File: src/rtl/core/apm_pkg.sv
package apm_pkg;

    // configuration register indexes
    typedef logic [1:0] t_cfg_idx;
    localparam t_cfg_idx CFG_FLOOR_DB        = 2'd0;
    localparam t_cfg_idx CFG_CEILING_DB      = 2'd1;
    localparam t_cfg_idx CFG_REPORT_INTERVAL = 2'd2;

    // register reset values
    localparam logic signed [15:0] FLOOR_DB_RST        = -16'sd10240;
    localparam logic signed [15:0] CEILING_DB_RST      = 16'sd0;
    localparam logic        [15:0] REPORT_INTERVAL_RST = 16'd4800;

    // 20*log10(2) in 1/256 dB, scaled by 2^32 / 2^16
    localparam int unsigned       DB_BITS         = 27;
    localparam logic [DB_BITS-1:0] DB_PER_OCTAVE  = 27'd101008905;

    // log2 fraction bits and divider steps
    localparam int unsigned FRAC_BITS = 16;
    localparam int unsigned VU_BITS   = 13;

    // value reported for a zero peak
    localparam logic signed [15:0] DB_FLOOR = 16'sh8000;

endpackage

File: src/rtl/core/audio_peak_level_meter.sv
// Audio peak level meter.
// Input channel (i_in_valid / o_in_stall / i_sample): one signed sample per
// transaction. A sample that does not close a report interval gives no
// result, so such samples stream at one per cycle while o_in_stall is low.
// The sample that makes the count reach report_interval starts the report
// math: a normalize shift (one bit a cycle), 16 squaring steps for the
// log2 fraction, a multiply by the dB constant, the VU clamp and compare,
// and a 13 bit restoring divide, under a small sequencer; the squaring and
// the dB multiply share one multiplier. A full scale peak skips the
// multiply, a ratio under 0.30 skips the divide and a zero peak goes
// straight to the VU step. o_in_stall stays high meanwhile.
// Output channel (o_out_valid / i_out_stall / o_peak_*): one report per
// transaction, held in an output register. While the receiver stalls, the
// register holds and non-reporting samples are still accepted; a new report
// waits in its last step until the register frees up.
// Configuration (i_cfg_valid / o_cfg_ready / i_cfg_index / i_cfg_data) is
// always ready and is meant to be written while the block is idle.
// Synchronous active-low reset clears the peak, the count and the output
// valid, and loads the register defaults.
module audio_peak_level_meter #(
    parameter int SAMPLE_BITS = 16
) (
    input  logic                          i_clk,
    input  logic                          i_rst_n,
    // sample channel
    input  logic                          i_in_valid,
    output logic                          o_in_stall,
    input  logic signed [SAMPLE_BITS-1:0] i_sample,
    // report channel
    output logic                          o_out_valid,
    input  logic                          i_out_stall,
    output logic        [15:0]            o_peak_raw,
    output logic signed [15:0]            o_peak_db,
    output logic        [12:0]            o_peak_vu,
    // configuration channel
    input  logic                          i_cfg_valid,
    output logic                          o_cfg_ready,
    input  apm_pkg::t_cfg_idx             i_cfg_index,
    input  logic        [15:0]            i_cfg_data
);

    localparam int SB = SAMPLE_BITS;
    localparam int EW = $clog2(SAMPLE_BITS);
    localparam int MA = EW + 16;
    localparam int MB = apm_pkg::DB_BITS;
    localparam int PW = MA + MB;
    localparam int FB = apm_pkg::FRAC_BITS;

    typedef enum logic [3:0] {
        S_IDLE, S_NORM, S_SQ, S_LOG, S_MUL, S_RND, S_VU1, S_VU2, S_DIV, S_DONE
    } t_state;

    t_state                  r_state, n_state;
    logic [SB-1:0]           r_peak, n_peak;
    logic [15:0]             r_count, n_count;
    logic signed [15:0]      r_floor, n_floor;
    logic signed [15:0]      r_ceil, n_ceil;
    logic [15:0]             r_interval, n_interval;
    logic [SB-1:0]           r_norm, n_norm;
    logic [EW-1:0]           r_shift, n_shift;
    logic [16:0]             r_x, n_x;
    logic [FB-1:0]           r_frac, n_frac;
    logic [3:0]              r_step, n_step;
    logic [MA-1:0]           r_negl, n_negl;
    logic [PW-1:0]           r_prod, n_prod;
    logic signed [15:0]      r_db, n_db;
    logic [15:0]             r_raw, n_raw;
    logic [15:0]             r_dd, n_dd;
    logic [15:0]             r_range, n_range;
    logic                    r_ok, n_ok;
    logic [16:0]             r_rem, n_rem;
    logic [12:0]             r_quot, n_quot;
    logic                    r_out_valid, n_out_valid;
    logic [15:0]             r_out_raw, n_out_raw;
    logic signed [15:0]      r_out_db, n_out_db;
    logic [12:0]             r_out_vu, n_out_vu;

    // sample magnitude and running peak
    logic [SB-1:0]           mag;
    logic [SB-1:0]           new_peak;
    logic [15:0]             new_count;
    logic                    report;
    logic [SB+15:0]          peak_ext;
    logic [SB+16:0]          norm_wide;

    assign mag       = i_sample[SB-1] ? (SB)'(-i_sample) : i_sample;
    assign new_peak  = (mag > r_peak) ? mag : r_peak;
    assign new_count = r_count + 16'd1;
    assign report    = (new_count >= r_interval);
    assign peak_ext  = {16'b0, new_peak};
    assign norm_wide = {r_norm, 17'b0};

    // shared multiplier: mantissa squaring or dB scaling
    logic [MA-1:0]           mul_a;
    logic [MB-1:0]           mul_b;
    logic [PW-1:0]           mul_p;
    logic [17:0]             sq;

    always_comb begin
        if (r_state == S_SQ) begin
            mul_a = {{(MA-17){1'b0}}, r_x};
            mul_b = {{(MB-17){1'b0}}, r_x};
        end else begin
            mul_a = r_negl;
            mul_b = apm_pkg::DB_PER_OCTAVE;
        end
    end
    assign mul_p = mul_a * mul_b;
    assign sq    = mul_p[33:16];

    // rounding of the scaled log
    logic [PW:0]             rnd_sum;
    logic [31:0]             db_mag;
    assign rnd_sum = {1'b0, r_prod} + {{(PW-31){1'b0}}, 32'h8000_0000};
    assign db_mag  = 32'(rnd_sum[PW:32]);

    // VU clamp
    logic signed [16:0]      db17, lo17, hi17, d17, dd17, rng17;
    assign db17  = 17'(r_db);
    assign lo17  = 17'(r_floor);
    assign hi17  = 17'(r_ceil);
    assign rng17 = hi17 - lo17;
    always_comb begin
        d17 = db17;
        if (d17 < lo17) begin
            d17 = lo17;
        end
        if (d17 > hi17) begin
            d17 = hi17;
        end
    end
    assign dd17 = d17 - lo17;

    // 0.30 threshold and divider step
    logic [19:0]             dd_x10;
    logic [19:0]             rng_x3;
    logic [16:0]             rem_sh;
    logic [16:0]             rng_ext;
    assign dd_x10  = {1'b0, r_dd, 3'b0} + {3'b0, r_dd, 1'b0};
    assign rng_x3  = {4'b0, r_range} + {3'b0, r_range, 1'b0};
    assign rng_ext = {1'b0, r_range};
    assign rem_sh  = {r_rem[15:0], 1'b0};

    assign o_in_stall  = (r_state != S_IDLE);
    assign o_cfg_ready = 1'b1;
    assign o_out_valid = r_out_valid;
    assign o_peak_raw  = r_out_raw;
    assign o_peak_db   = r_out_db;
    assign o_peak_vu   = r_out_vu;

    // sequencer next state
    always_comb begin
        n_state     = r_state;
        n_peak      = r_peak;
        n_count     = r_count;
        n_floor     = r_floor;
        n_ceil      = r_ceil;
        n_interval  = r_interval;
        n_norm      = r_norm;
        n_shift     = r_shift;
        n_x         = r_x;
        n_frac      = r_frac;
        n_step      = r_step;
        n_negl      = r_negl;
        n_prod      = r_prod;
        n_db        = r_db;
        n_raw       = r_raw;
        n_dd        = r_dd;
        n_range     = r_range;
        n_ok        = r_ok;
        n_rem       = r_rem;
        n_quot      = r_quot;
        n_out_valid = r_out_valid;
        n_out_raw   = r_out_raw;
        n_out_db    = r_out_db;
        n_out_vu    = r_out_vu;

        // output transaction taken
        if (r_out_valid && !i_out_stall) begin
            n_out_valid = 1'b0;
        end

        // configuration writes
        if (i_cfg_valid) begin
            case (i_cfg_index)
                apm_pkg::CFG_FLOOR_DB:        n_floor    = i_cfg_data;
                apm_pkg::CFG_CEILING_DB:      n_ceil     = i_cfg_data;
                apm_pkg::CFG_REPORT_INTERVAL: n_interval = i_cfg_data;
                default: ;
            endcase
        end

        unique case (r_state)
            S_IDLE: begin
                if (i_in_valid) begin
                    if (report) begin
                        n_peak  = '0;
                        n_count = '0;
                        n_norm  = new_peak;
                        n_raw   = peak_ext[15:0];
                        n_shift = '0;
                        if (new_peak == '0) begin
                            n_db    = apm_pkg::DB_FLOOR;
                            n_state = S_VU1;
                        end else begin
                            n_state = S_NORM;
                        end
                    end else begin
                        n_peak  = new_peak;
                        n_count = new_count;
                    end
                end
            end
            S_NORM: begin
                if (r_norm[SB-1]) begin
                    n_x     = norm_wide[SB+16 -: 17];
                    n_frac  = '0;
                    n_step  = '0;
                    n_state = S_SQ;
                end else begin
                    n_norm  = {r_norm[SB-2:0], 1'b0};
                    n_shift = r_shift + 1'b1;
                end
            end
            S_SQ: begin
                n_frac = {r_frac[FB-2:0], sq[17]};
                n_x    = sq[17] ? sq[17:1] : sq[16:0];
                n_step = r_step + 4'd1;
                if (r_step == 4'(FB - 1)) begin
                    n_state = S_LOG;
                end
            end
            S_LOG: begin
                if (r_shift == '0) begin
                    n_db    = '0;
                    n_state = S_VU1;
                end else begin
                    n_negl  = {r_shift, {FB{1'b0}}} - {{EW{1'b0}}, r_frac};
                    n_state = S_MUL;
                end
            end
            S_MUL: begin
                n_prod  = mul_p;
                n_state = S_RND;
            end
            S_RND: begin
                if (db_mag >= 32'd32768) begin
                    n_db = apm_pkg::DB_FLOOR;
                end else begin
                    n_db = -$signed(db_mag[15:0]);
                end
                n_state = S_VU1;
            end
            S_VU1: begin
                n_ok    = (hi17 > lo17);
                n_dd    = dd17[15:0];
                n_range = rng17[15:0];
                n_state = S_VU2;
            end
            S_VU2: begin
                if (!r_ok || (dd_x10 < rng_x3)) begin
                    n_quot  = '0;
                    n_state = S_DONE;
                end else begin
                    n_step = '0;
                    if ({1'b0, r_dd} >= rng_ext) begin
                        n_quot = 13'd1;
                        n_rem  = {1'b0, r_dd} - rng_ext;
                    end else begin
                        n_quot = 13'd0;
                        n_rem  = {1'b0, r_dd};
                    end
                    n_state = S_DIV;
                end
            end
            S_DIV: begin
                if (rem_sh >= rng_ext) begin
                    n_rem  = rem_sh - rng_ext;
                    n_quot = {r_quot[11:0], 1'b1};
                end else begin
                    n_rem  = rem_sh;
                    n_quot = {r_quot[11:0], 1'b0};
                end
                n_step = r_step + 4'd1;
                if (r_step == 4'(apm_pkg::VU_BITS - 2)) begin
                    n_state = S_DONE;
                end
            end
            S_DONE: begin
                if (!r_out_valid || !i_out_stall) begin
                    n_out_valid = 1'b1;
                    n_out_raw   = r_raw;
                    n_out_db    = r_db;
                    n_out_vu    = r_quot;
                    n_state     = S_IDLE;
                end
            end
        endcase
    end

    // state and registered outputs
    always_ff @(posedge i_clk) begin
        if (!i_rst_n) begin
            r_state     <= S_IDLE;
            r_peak      <= '0;
            r_count     <= '0;
            r_floor     <= apm_pkg::FLOOR_DB_RST;
            r_ceil      <= apm_pkg::CEILING_DB_RST;
            r_interval  <= apm_pkg::REPORT_INTERVAL_RST;
            r_out_valid <= 1'b0;
        end else begin
            r_state     <= n_state;
            r_peak      <= n_peak;
            r_count     <= n_count;
            r_floor     <= n_floor;
            r_ceil      <= n_ceil;
            r_interval  <= n_interval;
            r_out_valid <= n_out_valid;
        end
        r_norm    <= n_norm;
        r_shift   <= n_shift;
        r_x       <= n_x;
        r_frac    <= n_frac;
        r_step    <= n_step;
        r_negl    <= n_negl;
        r_prod    <= n_prod;
        r_db      <= n_db;
        r_raw     <= n_raw;
        r_dd      <= n_dd;
        r_range   <= n_range;
        r_ok      <= n_ok;
        r_rem     <= n_rem;
        r_quot    <= n_quot;
        r_out_raw <= n_out_raw;
        r_out_db  <= n_out_db;
        r_out_vu  <= n_out_vu;
    end

    // normalize only runs on a nonzero peak
    a_norm_nonzero: assert property (@(posedge i_clk) disable iff (!i_rst_n)
        r_state == S_NORM |-> r_norm != '0)
        else $error("normalize started on a zero peak");

    // mantissa stays in [1,2) through the squaring steps
    a_mant_range: assert property (@(posedge i_clk) disable iff (!i_rst_n)
        r_state == S_SQ |-> r_x[16])
        else $error("log2 mantissa left [1,2)");

    // divider remainder stays below the divisor
    a_rem_range: assert property (@(posedge i_clk) disable iff (!i_rst_n)
        r_state == S_DIV |-> r_rem < rng_ext)
        else $error("divider remainder out of range");

    // VU ratio never exceeds 1.0
    a_vu_max: assert property (@(posedge i_clk) disable iff (!i_rst_n)
        r_state == S_DONE |-> r_quot <= 13'd4096)
        else $error("VU ratio above full scale");

    // a report clears the peak and the count
    a_report_clear: assert property (@(posedge i_clk) disable iff (!i_rst_n)
        (r_state == S_IDLE && i_in_valid && report)
        |=> (r_peak == '0 && r_count == '0 && r_state != S_IDLE))
        else $error("peak or count not cleared on report");

endmodule
File: config.mk
export PLATFORM = sky130hd
export DESIGN_NAME = audio_peak_level_meter
export DESIGN_NICKNAME = d
export VERILOG_FILES = /design/src/rtl/core/apm_pkg.sv /design/src/rtl/core/audio_peak_level_meter.sv
export SDC_FILE = /design/constraint.sdc
export NUM_CORES = 2
export LEC_CHECK = 0
export BUFFER_PORTS_ARGS = -buffer_cell sky130_fd_sc_hd__clkbuf_2
export CAP_MARGIN = 25
export CORE_UTILIZATION = 51
export CTS_BUF_LIST = sky130_fd_sc_hd__clkbuf_4
export CTS_CLUSTER_DIAMETER = 150
export DETAILED_ROUTE_END_ITERATION = 12
export GPL_TIMING_DRIVEN = 0
export PLACE_DENSITY_LB_ADDON = 0.05
export SLEW_MARGIN = 25
export SYNTH_ARGS = -nofsm -noshare
export SYNTH_HDL_FRONTEND = slang
export SYNTH_SLANG_ARGS = --single-unit
File: constraint.sdc
create_clock -name i_clk -period 7.7 [get_ports i_clk]
set_input_delay 0.385 -clock i_clk [delete_from_list [all_inputs] [get_ports i_clk]]
set_output_delay 0.385 -clock i_clk [all_outputs]
set_load 0.01 [all_outputs]
==> metrics.csv <==
metric;value;unit
status;finished, violations left;
failing checks;setup timing;
number of global-route vias before repair;27240;
Final Hold Viols;0;
number of I/O pins;87;
port bufs;83;
slowest library cell on the worst path;fa_1;
distinct cell type count after synthesis;86;
top-area cell type share of the netlist area;20.84;%
root buffer cell;clkbuf_4;
startpoint types;flip-flop;
CP required;8.28;ns
synthesized area;33420;um2
largest area contributor in the netlist;edfxtp_1;
clk sinks;317;
most frequent cell after synthesis;inv_1;
vias per inst;5.530;
Max Cap Violations;0;
first-pass GRT wire length;152100;um
Final Cycle Share;105.2;%
Most common cell on crit path;fa_1;
FF-to-FF setup slack;-0.40;ns
DR DRC count;0;
Nets;4600;
most common library cells after synthesis;inv_1, ha_1, nand2_1;
initial antenna violation count;7;
CTS max path bufs;3;
Initial DRC Count;1673;
largest stage delay on the critical path;0.59;ns
synth-to-layout area growth;15.06;%
Final Max Slew Viols;0;
RSZ-0062 raised after global routing;yes;
# rows;93;
Tmin final;8.100;ns
YS warnings;0;
top cells by area, synth;edfxtp_1, fa_1, ha_1, inv_1, dfxtp_1;
Gate Count Post-Synth;3552;
CTS tree;built;
HPWL Detailed;78710;um
Starting Density;51.75;%
f_max;123.5;MHz
Most used DFF post-synth;edfxtp_1;
die area;66560;um2
Die Span X;258;um
Die Y;258;um
final setup skew;0.09195;ns
routed length per instance;20.39;um
EDFF count, synth;232;
crit path max fanout;7;
cts bufs inserted;86;
post-route ant nets;0;
register area share after synthesis;25.93;%
remaining global-route overflow;0;
clk_lat worst skew;0.90;ns
Final setup viols;31;
H-tree depth;3;
largest net degree at the start of global routing;34;
drt pass-1 iters;5;
CP Class;reg2reg;
Slew headroom;27.30;%
CP Capture Type;flip-flop;
Placer Congestion;0.9836;
Worst Tran Pin Value;1.091;ns
syn avg cell area;9.410;um2
fraction of layout cells with a size suffix above 1;14.66;%
DR vias;26490;
WP data arrival;8.68;ns
DRT Wirelength;97690;um
pre-CTS setup slack;-1.971;ns
Hold Path Class;in2reg;
clk slew on worst S/H paths;0.07;ns
asr flop ratio synth;0;%
Seq cells post-synth;317;
overall routing resource usage;29.79;%
core area;64580;um2
post-route setup slack;-0.4004;ns
==> final timing paths <==
kind                                           endpoint  depth (start not counted)               startpoint
worst max-delay path                  r_x[12]$_DFFE_PP_                         28  r_state[2]$_SDFFE_PN0P_
worst min-delay path                 r_raw[0]$_DFFE_PP_                          3              i_sample[0]
worst max register to register        r_x[12]$_DFFE_PP_                         28  r_state[2]$_SDFFE_PN0P_
worst min register to register  o_peak_raw[2]$_DFFE_PP_                          0       r_raw[2]$_DFFE_PP_
==> layout by cell type, fill, tap and decap left out, types with 65 or more instances in the layout <==
master      n
clkbuf_2   91
fa_1      308
clkbuf_4  132
buf_4      69
dfxtp_1    80
nor2_1    171
edfxtp_1  232
nand2_1   358
and3_1     91
xnor2_1   100
o21ai_0    65
ha_1      377
a21oi_1   110
clkbuf_1   76
inv_1     551
==> stage by stage <==
step	utilization (%)	hold slack (ns)	instances	TNS (ns)	cell area, um2
after floorplan	-	0.4003	3584	-0.5487	33700
after global placement	54.49	0.4050	4522	-62.50	35190
after detailed placement	54.80	0.4059	4534	-56.86	35390
after CTS	58.61	0.08694	4757	-12.92	37850
after global routing	59.54	0.1360	4788	-14.31	38450
final	59.55	0.1330	4790	-8.354	38460
==> per-layer routing <==
layer | part of all wire [%] | vias to the layer above | GRT usage [%]
li1 | - | 12570 | -
met1 | 44 | 12950 | 40.87
met2 | 46 | 818 | 48.07
met3 | 7.1 | 153 | 5.497
met4 | 2.5 | 2 | 8.646
met5 | 0.013 | - | 0
==> final cells by class <==
cell class | count | area (um2)
Multi-Input combinational cell | 2566 | 23110
Buffer | 113 | 670.6
Clock inverter | 30 | 220.2
Clock buffer | 126 | 945.9
Tap cell | 855 | 1070
Inverter | 578 | 2215
Fill cell | 5722 | 26120
Timing Repair Buffer | 198 | 1530
Antenna cell | 7 | 17.52
Sequential cell | 317 | 8682
==> critical path: cells and delay by family, from the launching register on <==
family | cells | cell delay (ns)
DFF | 1 | 0.37
AOI/OAI and AO/OA | 7 | 1.53
and+or+nand+nor | 8 | 1.26
buffers and inverters | 5 | 0.67
adders and majority gates | 8 | 3.98
==> state kept, by name, indices dropped and copies added (netlist names), 13 cells and up <==
| register | count |
|---|---|
| r_negl | 20 |
| r_x | 17 |
| o_peak_db | 16 |
| o_peak_raw | 16 |
| r_ceil | 16 |
| r_count | 16 |
| r_db | 16 |
| r_dd | 16 |
| r_floor | 16 |
| r_frac | 16 |
| r_interval | 16 |
| r_norm | 16 |
| r_peak | 16 |
| r_prod | 16 |
| r_range | 16 |
| r_raw | 16 |
| r_rem | 16 |
| o_peak_vu | 13 |
| r_quot | 13 |
==> logic make-up after synthesis <==
logic type	synth area share, %
AOI/OAI and AO/OA	11.47
xor gates and xnor gates	4.062
adders and majority gates	33.29
buffers and inverters	7.910
DFF	25.93
muxes	2.418
other	0.02247
and+or+nand+nor	14.89
==> timing repair <==
item / 4_1_cts / 5_1_grt
hold endpoints to repair: 75 / 0
resized for setup: 172 / 135
hold buffers: 25 / 0
pin swaps: 49 / 58
setup buffers: 48 / 30
setup endpoints to repair: 43 / 37
gates cloned: 1 / 3
Power is not shown: default switching activity piles up to over one toggle a cycle in this logic, so the estimate is an artifact.
